File: config.mk
export PLATFORM = sky130hd
export DESIGN_NAME = case_folding_murmur_hash32
export DESIGN_NICKNAME = d
export VERILOG_FILES = /design/src/rtl/cfmh_pkg.sv /design/src/rtl/cfmh_datapath.sv /design/src/rtl/cfmh_ctrl.sv /design/src/rtl/case_folding_murmur_hash32.sv
export VERILOG_INCLUDE_DIRS = /design/src /design/src/rtl
export SDC_FILE = /design/constraint.sdc
export NUM_CORES = 1
export LEC_CHECK = 0
export BUFFER_PORTS_ARGS = -buffer_cell sky130_fd_sc_hd__buf_2
export CORE_AREA = 2 2 175 177
export DETAILED_ROUTE_END_ITERATION = 10
export DIE_AREA = 0 0 177 179
export GPL_TIMING_DRIVEN = 0
export HOLD_SLACK_MARGIN = 0.12
export PLACE_DENSITY = 0.87
export SYNTH_ARGS = -nofsm -noshare
export SYNTH_HDL_FRONTEND = slang
export SYNTH_SLANG_ARGS = --single-unit
File: constraint.sdc
create_clock -name clk -period 14.4 [get_ports clk]
set_input_delay 0 -clock clk [delete_from_list [all_inputs] [get_ports clk]]
set_output_delay 0 -clock clk [all_outputs]
set_load 0.05 [all_outputs]
File: src/rtl/case_folding_murmur_hash32_assert.svh
// ----------------------------------------------------------------------------
// Assertion macros for the case-folding hash block
// Concurrent checks on clk with rst_n as disable; empty in synthesis.
// ----------------------------------------------------------------------------
`ifndef CASE_FOLDING_MURMUR_HASH32_ASSERT_SVH
`define CASE_FOLDING_MURMUR_HASH32_ASSERT_SVH

`ifndef SYNTHESIS
`define CFMH_ASSERT(label, prop) \
    label: assert property (@(posedge clk) disable iff (!rst_n) prop) \
        else $error("cfmh: property failed");
`define CFMH_ASSERT_NEXT(label, ante, cons) \
    label: assert property (@(posedge clk) disable iff (!rst_n) (ante) |=> (cons)) \
        else $error("cfmh: sequence property failed");
`else
`define CFMH_ASSERT(label, prop)
`define CFMH_ASSERT_NEXT(label, ante, cons)
`endif

`endif

File: src/rtl/cfmh_pkg.sv
// ----------------------------------------------------------------------------
// cfmh_pkg
// Shared constants, state codes and control structs of the hash block.
// ----------------------------------------------------------------------------
package cfmh_pkg;

    localparam logic [31:0] MIX_MUL    = 32'h7FD6_52AD;
    localparam logic [31:0] HASH_BASE  = 32'hDEAD_BEEF;
    localparam logic [7:0]  FOLD_LO    = 8'h60;   // exclusive lower bound of 'a'..'z'
    localparam logic [7:0]  FOLD_HI    = 8'h7B;   // exclusive upper bound
    localparam logic [7:0]  FOLD_DELTA = 8'h20;
    localparam int unsigned SHIFT_WORD = 16;
    localparam int unsigned SHIFT_FIN1 = 10;
    localparam int unsigned SHIFT_FIN2 = 17;

    // configuration register indexes
    localparam logic [1:0] CFG_SEED          = 2'd0;
    localparam logic [1:0] CFG_ALREADY_UPPER = 2'd1;
    localparam logic [1:0] CFG_BIG_ENDIAN    = 2'd2;

    typedef enum logic [2:0] {
        S_IDLE,
        S_MUL,
        S_MIX,
        S_TAIL,
        S_OUT
    } state_t;

    // which mix round is in flight
    typedef enum logic [1:0] {
        STEP_WORD,
        STEP_TAIL,
        STEP_FIN1,
        STEP_FIN2
    } step_t;

    typedef struct packed {
        logic  take;      // accept the input word
        logic  add_tail;  // acc += pending tail bytes
        logic  mul;       // prod = acc * MIX_MUL
        logic  mix;       // acc = prod ^ (prod >> shift)
        logic  emit;      // load output register, close message
        step_t step;      // selects the mix shift
    } cmd_t;

    typedef struct packed {
        logic word_full;    // input word completes a 4-byte group
        logic item_last;    // input word ends the message
        logic pend_nonzero; // tail bytes pending
        logic out_free;     // output register can take a result this cycle
    } status_t;

endpackage

File: src/rtl/cfmh_datapath.sv
// ----------------------------------------------------------------------------
// cfmh_datapath
// Config registers, byte folding/packing, accumulator, shared multiplier
// and output register.
// ----------------------------------------------------------------------------
module cfmh_datapath
(
    input  logic              clk,
    input  logic              rst_n,
    input  logic              cfg_we,
    input  logic [1:0]        cfg_index,
    input  logic [31:0]       cfg_data,
    input  logic [7:0]        data_byte,
    input  logic              has_byte,
    input  logic              last,
    input  logic              out_stall,
    input  cfmh_pkg::cmd_t    cmd,
    output cfmh_pkg::status_t status,
    output logic              out_valid,
    output logic [31:0]       hash_value
);

    logic [31:0] seed_reg, seed_next;
    logic        upper_reg, upper_next;
    logic        big_reg, big_next;

    logic [31:0] acc_reg, acc_next;
    logic [23:0] pend_reg, pend_next;
    logic [1:0]  cnt_reg, cnt_next;
    logic        in_msg_reg, in_msg_next;
    logic [31:0] prod_reg, prod_next;
    logic [31:0] hash_reg, hash_next;
    logic        out_valid_reg, out_valid_next;

    logic [31:0] base;
    logic [23:0] pend_eff;
    logic [1:0]  cnt_eff;
    logic [7:0]  byte_f;
    logic [31:0] word;
    logic [31:0] prod_low;
    logic [31:0] mixed;

    // a new message starts from seed + base with nothing pending
    assign base     = in_msg_reg ? acc_reg : seed_reg + cfmh_pkg::HASH_BASE;
    assign pend_eff = in_msg_reg ? pend_reg : 24'd0;
    assign cnt_eff  = in_msg_reg ? cnt_reg : 2'd0;

    assign byte_f = (!upper_reg && data_byte > cfmh_pkg::FOLD_LO
                     && data_byte < cfmh_pkg::FOLD_HI)
                    ? data_byte - cfmh_pkg::FOLD_DELTA : data_byte;

    assign word = big_reg ? {pend_eff[7:0], pend_eff[15:8], pend_eff[23:16], byte_f}
                          : {byte_f, pend_eff};

    // only the low 32 bits of the product are kept
    assign prod_low = acc_reg * cfmh_pkg::MIX_MUL;

    always_comb
    begin
        unique case (cmd.step)
            cfmh_pkg::STEP_FIN1: mixed = prod_reg ^ (prod_reg >> cfmh_pkg::SHIFT_FIN1);
            cfmh_pkg::STEP_FIN2: mixed = prod_reg ^ (prod_reg >> cfmh_pkg::SHIFT_FIN2);
            default:             mixed = prod_reg ^ (prod_reg >> cfmh_pkg::SHIFT_WORD);
        endcase
    end

    always_comb
    begin
        seed_next      = seed_reg;
        upper_next     = upper_reg;
        big_next       = big_reg;
        acc_next       = acc_reg;
        pend_next      = pend_reg;
        cnt_next       = cnt_reg;
        in_msg_next    = in_msg_reg;
        prod_next      = prod_reg;
        hash_next      = hash_reg;
        out_valid_next = out_valid_reg && out_stall;

        if (cfg_we)
        begin
            unique case (cfg_index)
                cfmh_pkg::CFG_SEED:          seed_next  = cfg_data;
                cfmh_pkg::CFG_ALREADY_UPPER: upper_next = cfg_data[0];
                cfmh_pkg::CFG_BIG_ENDIAN:    big_next   = cfg_data[0];
                default:                     ;
            endcase
        end

        if (cmd.take)
        begin
            in_msg_next = 1'b1;
            acc_next    = base;
            pend_next   = pend_eff;
            cnt_next    = cnt_eff;
            if (has_byte)
            begin
                if (cnt_eff == 2'd3)
                begin
                    acc_next  = base + word;
                    pend_next = 24'd0;
                    cnt_next  = 2'd0;
                end
                else
                begin
                    cnt_next = cnt_eff + 2'd1;
                    case (cnt_eff)
                        2'd0:    pend_next[7:0]   = byte_f;
                        2'd1:    pend_next[15:8]  = byte_f;
                        default: pend_next[23:16] = byte_f;
                    endcase
                end
            end
        end

        if (cmd.add_tail)
            acc_next = acc_reg + {8'd0, pend_reg};
        if (cmd.mul)
            prod_next = prod_low;
        if (cmd.mix)
            acc_next = mixed;
        if (cmd.emit)
        begin
            hash_next      = acc_reg;
            out_valid_next = 1'b1;
            in_msg_next    = 1'b0;
        end
    end

    always_ff @(posedge clk or negedge rst_n)
    begin
        if (!rst_n)
        begin
            seed_reg      <= '0;
            upper_reg     <= 1'b0;
            big_reg       <= 1'b0;
            cnt_reg       <= '0;
            in_msg_reg    <= 1'b0;
            out_valid_reg <= 1'b0;
        end
        else
        begin
            seed_reg      <= seed_next;
            upper_reg     <= upper_next;
            big_reg       <= big_next;
            cnt_reg       <= cnt_next;
            in_msg_reg    <= in_msg_next;
            out_valid_reg <= out_valid_next;
        end
    end

    always_ff @(posedge clk)
    begin
        acc_reg  <= acc_next;
        pend_reg <= pend_next;
        prod_reg <= prod_next;
        hash_reg <= hash_next;
    end

    assign status.word_full    = has_byte && (cnt_eff == 2'd3);
    assign status.item_last    = last;
    assign status.pend_nonzero = (cnt_reg != 2'd0);
    assign status.out_free     = !out_valid_reg || !out_stall;

    assign out_valid  = out_valid_reg;
    assign hash_value = hash_reg;

endmodule

File: src/rtl/cfmh_ctrl.sv
// ----------------------------------------------------------------------------
// cfmh_ctrl
// Sequencer: input handshake, mix rounds on the shared multiplier, output.
// ----------------------------------------------------------------------------
`include "case_folding_murmur_hash32_assert.svh"

module cfmh_ctrl
(
    input  logic              clk,
    input  logic              rst_n,
    input  logic              in_valid,
    output logic              in_stall,
    input  cfmh_pkg::status_t status,
    output cfmh_pkg::cmd_t    cmd
);

    cfmh_pkg::state_t state_reg, state_next;
    cfmh_pkg::step_t  step_reg, step_next;
    logic             last_reg, last_next;

    always_ff @(posedge clk or negedge rst_n)
    begin
        if (!rst_n)
        begin
            state_reg <= cfmh_pkg::S_IDLE;
            step_reg  <= cfmh_pkg::STEP_WORD;
            last_reg  <= 1'b0;
        end
        else
        begin
            state_reg <= state_next;
            step_reg  <= step_next;
            last_reg  <= last_next;
        end
    end

    always_comb
    begin
        state_next   = state_reg;
        step_next    = step_reg;
        last_next    = last_reg;
        cmd          = '0;
        cmd.step     = step_reg;
        in_stall     = 1'b1;

        unique case (state_reg)
            cfmh_pkg::S_IDLE:
            begin
                in_stall = 1'b0;
                if (in_valid)
                begin
                    cmd.take  = 1'b1;
                    last_next = status.item_last;
                    if (status.word_full)
                    begin
                        step_next  = cfmh_pkg::STEP_WORD;
                        state_next = cfmh_pkg::S_MUL;
                    end
                    else if (status.item_last)
                        state_next = cfmh_pkg::S_TAIL;
                end
            end
            cfmh_pkg::S_TAIL:
            begin
                // tail bytes get one extra word round before finalization
                if (status.pend_nonzero)
                begin
                    cmd.add_tail = 1'b1;
                    step_next    = cfmh_pkg::STEP_TAIL;
                end
                else
                    step_next = cfmh_pkg::STEP_FIN1;
                state_next = cfmh_pkg::S_MUL;
            end
            cfmh_pkg::S_MUL:
            begin
                cmd.mul    = 1'b1;
                state_next = cfmh_pkg::S_MIX;
            end
            cfmh_pkg::S_MIX:
            begin
                cmd.mix = 1'b1;
                unique case (step_reg)
                    cfmh_pkg::STEP_WORD:
                        state_next = last_reg ? cfmh_pkg::S_TAIL : cfmh_pkg::S_IDLE;
                    cfmh_pkg::STEP_TAIL:
                    begin
                        step_next  = cfmh_pkg::STEP_FIN1;
                        state_next = cfmh_pkg::S_MUL;
                    end
                    cfmh_pkg::STEP_FIN1:
                    begin
                        step_next  = cfmh_pkg::STEP_FIN2;
                        state_next = cfmh_pkg::S_MUL;
                    end
                    default:
                        state_next = cfmh_pkg::S_OUT;
                endcase
            end
            cfmh_pkg::S_OUT:
            begin
                if (status.out_free)
                begin
                    cmd.emit   = 1'b1;
                    state_next = cfmh_pkg::S_IDLE;
                end
            end
            default:
                state_next = cfmh_pkg::S_IDLE;
        endcase
    end

    `CFMH_ASSERT(a_emit_only_when_free, cmd.emit |-> status.out_free)
    `CFMH_ASSERT_NEXT(a_mul_then_mix, state_reg == cfmh_pkg::S_MUL,
                      state_reg == cfmh_pkg::S_MIX)
    `CFMH_ASSERT_NEXT(a_fin2_to_out,
                      (state_reg == cfmh_pkg::S_MIX) && (step_reg == cfmh_pkg::STEP_FIN2),
                      state_reg == cfmh_pkg::S_OUT)

endmodule

File: src/rtl/case_folding_murmur_hash32.sv
// ----------------------------------------------------------------------------
// case_folding_murmur_hash32
// Case-folding MurmurHash1-style 32-bit hash over a byte stream.
//
//  channel | signals                                       | direction
//  --------+-----------------------------------------------+----------
//  cfg     | cfg_valid, cfg_ready, cfg_index, cfg_data      | in
//  in      | in_valid, in_stall, data_byte, has_byte, last  | in
//  out     | out_valid, out_stall, hash_value               | out
//
// A byte that does not close a 4-byte group is only accepted; one closing a
// group is accepted, multiplied and xor-shifted on the single shared 32x32
// multiplier. A last word adds a tail-check state, a tail round if tail bytes
// are pending, the FIN1 and FIN2 finalization rounds and an output-register load.
// rst_n clears config to zero and leaves the block idle with no open message.
// in_stall is low only while the sequencer is idle; a finished hash sits in
// the output register while out_stall is high, and the next message is taken
// meanwhile. cfg_ready is always high; writes to index 3 are ignored.
// ----------------------------------------------------------------------------
module case_folding_murmur_hash32
(
    input  logic        clk,
    input  logic        rst_n,
    input  logic        cfg_valid,
    output logic        cfg_ready,
    input  logic [1:0]  cfg_index,
    input  logic [31:0] cfg_data,
    input  logic        in_valid,
    output logic        in_stall,
    input  logic [7:0]  data_byte,
    input  logic        has_byte,
    input  logic        last,
    output logic        out_valid,
    input  logic        out_stall,
    output logic [31:0] hash_value
);

    cfmh_pkg::cmd_t    cmd;
    cfmh_pkg::status_t status;
    logic              cfg_we;

    // config writes are taken every cycle
    assign cfg_ready = 1'b1;
    assign cfg_we    = cfg_valid && cfg_ready;

    cfmh_ctrl u_ctrl
    (
        .clk      (clk),
        .rst_n    (rst_n),
        .in_valid (in_valid),
        .in_stall (in_stall),
        .status   (status),
        .cmd      (cmd)
    );

    cfmh_datapath u_datapath
    (
        .clk        (clk),
        .rst_n      (rst_n),
        .cfg_we     (cfg_we),
        .cfg_index  (cfg_index),
        .cfg_data   (cfg_data),
        .data_byte  (data_byte),
        .has_byte   (has_byte),
        .last       (last),
        .out_stall  (out_stall),
        .cmd        (cmd),
        .status     (status),
        .out_valid  (out_valid),
        .hash_value (hash_value)
    );

endmodule
==> qor.yml <==
vias: 17400
slew_headroom_pct: 2.47
nets: 2745
core_sq_um: 30000
syn_nets: 2593
synth-seq-area-share_pct: 23.1
antenna-diode-count: 0
worstPathCellList: "ha_1, ha_1, fa_1, inv_1, fa_1, inv_1, fa_1, ha_1, fa_1, fa_1, ha_1, and2_1, a221oi_1, o21ai_0, o21bai_1, o41ai_1, nor2b_1, nor2_1, o21ai_1, xor2_1"
clk_latency_ns: 0.45
ios: 84
regToRegSetupSlack_ns: 6.61
ys.flop_type: "edfxtp_1"
final_cell_mix: "ha_1, inv_1, fa_1"
ys_warn_count: 0
postCtsSetupBuffers: 0
cts_buffers: 17
synthesis.instances: 2074
fmax_ghz: 0.128
place_inst: 2553
antenna_found_initial: 2
dp_hpwl_microns: 50400
syn2layout_area_growth_pct: 10.1
worstMarginPinSlew_ns: 1.44
cp_max_fo: 15
viasPerCell: 6.61
synth_top_cell_by_area: "fa_1"
initial_core_util_pct: 67.9
cts_htree_levels: 4
finalCritPeriodShare_pct: 54.1
synth_area_sq_um: 20400
timing.hold.worst.start: "data_byte[7]"
die_area_sq_um: 31700
synth_top_family_by_area: "adder cells"
hold_buffers: 50
synth_edf_count: 120
dieWidth_microns: 177
setup_viol: 0
critPathLaunchType: "flip-flop"
fp.dieH_microns: 179
clock_sinks: 164
status: "finished with violations"
grt_pass1_vias: 18100
hold_class: "in -> reg"
synth-xor-area-share_pct: 7.73
grt_max_degree: 45
finalCriticalPeriod_ns: 7.79
drtIter0Drc: 1817
muxShareOfSynthArea_pct: 2.98
skew_ns: 0.0169
clkTransAtPathRegs_ns: 0.07
place.gp.congestion: 1.03
avgSynthCellArea_sq_um: 9.83
final_layout_size_suffix_gt1_share_pct: 8.04
numPortBuffers: 81
cts.repair.resized: 0
synthArstFlopShare_pct: 26.8
finalHoldViolCount: 0
netlist-cell-type-count: 82
hold_path_end: "u_datapath.pend_reg[15]"
reg2reg_from: "u_datapath.acc_reg[7]"
cp.required_ns: 14.58
detail-route-antenna-nets: 0
drcViolationCount: 0
rows: 64
cts_tree: "built"
r2r-end: "u_datapath.prod_reg[28]"
cpPeakStageDelay_ns: 1.27
tns_ns: 0
rsz0062_at_grt: "false"
synth.top_cell.area_share_pct: 18.9
critPathSlowestCell: "edfxtp_1"
wl_per_cell_microns: 25.8
cts_buffer_depth: 2
dr.pass1.iters: 6
grt_pass1_wl_microns: 104000
fin_cells: 2635
cpMostUsedCell: "fa_1"
critPathCaptureType: "flip-flop"
overflow: 0
holdWs_ns: 0.133
routed_wl_microns: 68100
maxCapViolCount: 1
synth_simple_gate_area_share_pct: 9.50
gr-usage-all-layers_pct: 44.5
rr_worst_depth: 20
min_path_cells: 5
synth-seq-cells: 164
critPathArrivalTime_ns: 7.98
synth-adder-area-share_pct: 35.9
crit_type: "reg -> reg"
ys_top_cells_by_area: "fa_1, edfxtp_1, ha_1, dfrtp_1, inv_1"
final_common_cell: "ha_1"
clock-root-buffer: "clkbuf_16"
slew_viol_final: 0
synth-compound-area-share_pct: 14.5
violations: "capacitance limit"
## cells by family after synthesis
logic type                 count (synthesis)
DFF                                      164
xor gates and xnor gates                 180
other                                      1
AOI/OAI and AO/OA                        454
buffers and inverters                    338
muxes                                     56
and+or+nand+nor                          411
adders and majority gates                470
## per-stage QoR
stage	area, sq um	setup slack (ns)	util (%)
after floorplan	20400	8.29	-
after global placement	21300	7.26	70.9
after detailed placement	21400	6.98	71.1
after CTS	22400	6.89	74.8
after global routing	22400	6.47	74.8
final	22400	6.61	74.8
## worst max-delay path: cells and delay by family (launching register included)
kind                       cells  cell delay (ns)
AOI/OAI and AO/OA              5             1.73
xor gates and xnor gates       1             0.17
adders and majority gates      9             3.71
buffers and inverters          2             0.11
DFF                            1             1.27
and+or+nand+nor                3             0.52
## synthesized netlist by cell type, types with 44 or more instances
cell,number
a21oi_1,117
clkbuf_1,51
dfrtp_1,44
edfxtp_1,120
fa_1,193
ha_1,277
inv_1,272
nand2_1,123
nor2_1,132
o21ai_0,98
xnor2_1,105
xor2_1,75
## per-layer routing
metal	up-vias	routed length, microns	track usage [%]	share of wire, %
met5	-	10	0	0.015
met4	2	6130	34.6	9.0
met3	362	6920	10.5	10
met2	1160	31300	70.7	46
met1	8391	23700	52.2	35
li1	7513	-	-	-
## how the worst max path moves through the flow
stage	start	end	slack [ns]	cells past startpoint
after global routing	u_datapath.acc_reg[7]	u_datapath.prod_reg[28]	6.47	20
after CTS	u_datapath.acc_reg[7]	u_datapath.prod_reg[31]	6.89	20
after global placement	u_datapath.acc_reg[7]	u_datapath.prod_reg[28]	7.26	20
final	u_datapath.acc_reg[7]	u_datapath.prod_reg[28]	6.61	20
after floorplan	u_datapath.acc_reg[6]	u_datapath.prod_reg[24]	8.29	20
after detailed placement	u_datapath.acc_reg[7]	u_datapath.prod_reg[28]	6.98	20
## final cells by class
| cell class | instances | area, sq um |
|---|---|---|
| sequential | 164 | 4700 |
| clock buffer | 19 | 433 |
| tap | 396 | 495 |
| multi-input combinational | 1572 | 14400 |
| clock inverter | 13 | 150 |
| inverter | 272 | 1020 |
| buffer | 66 | 253 |
| fill | 2016 | 7580 |
| timing repair buffer | 133 | 953 |
Power is left out: the tool's default activity adds up to more than one toggle a clock period on the data nets, which glitch-free logic cannot reach.
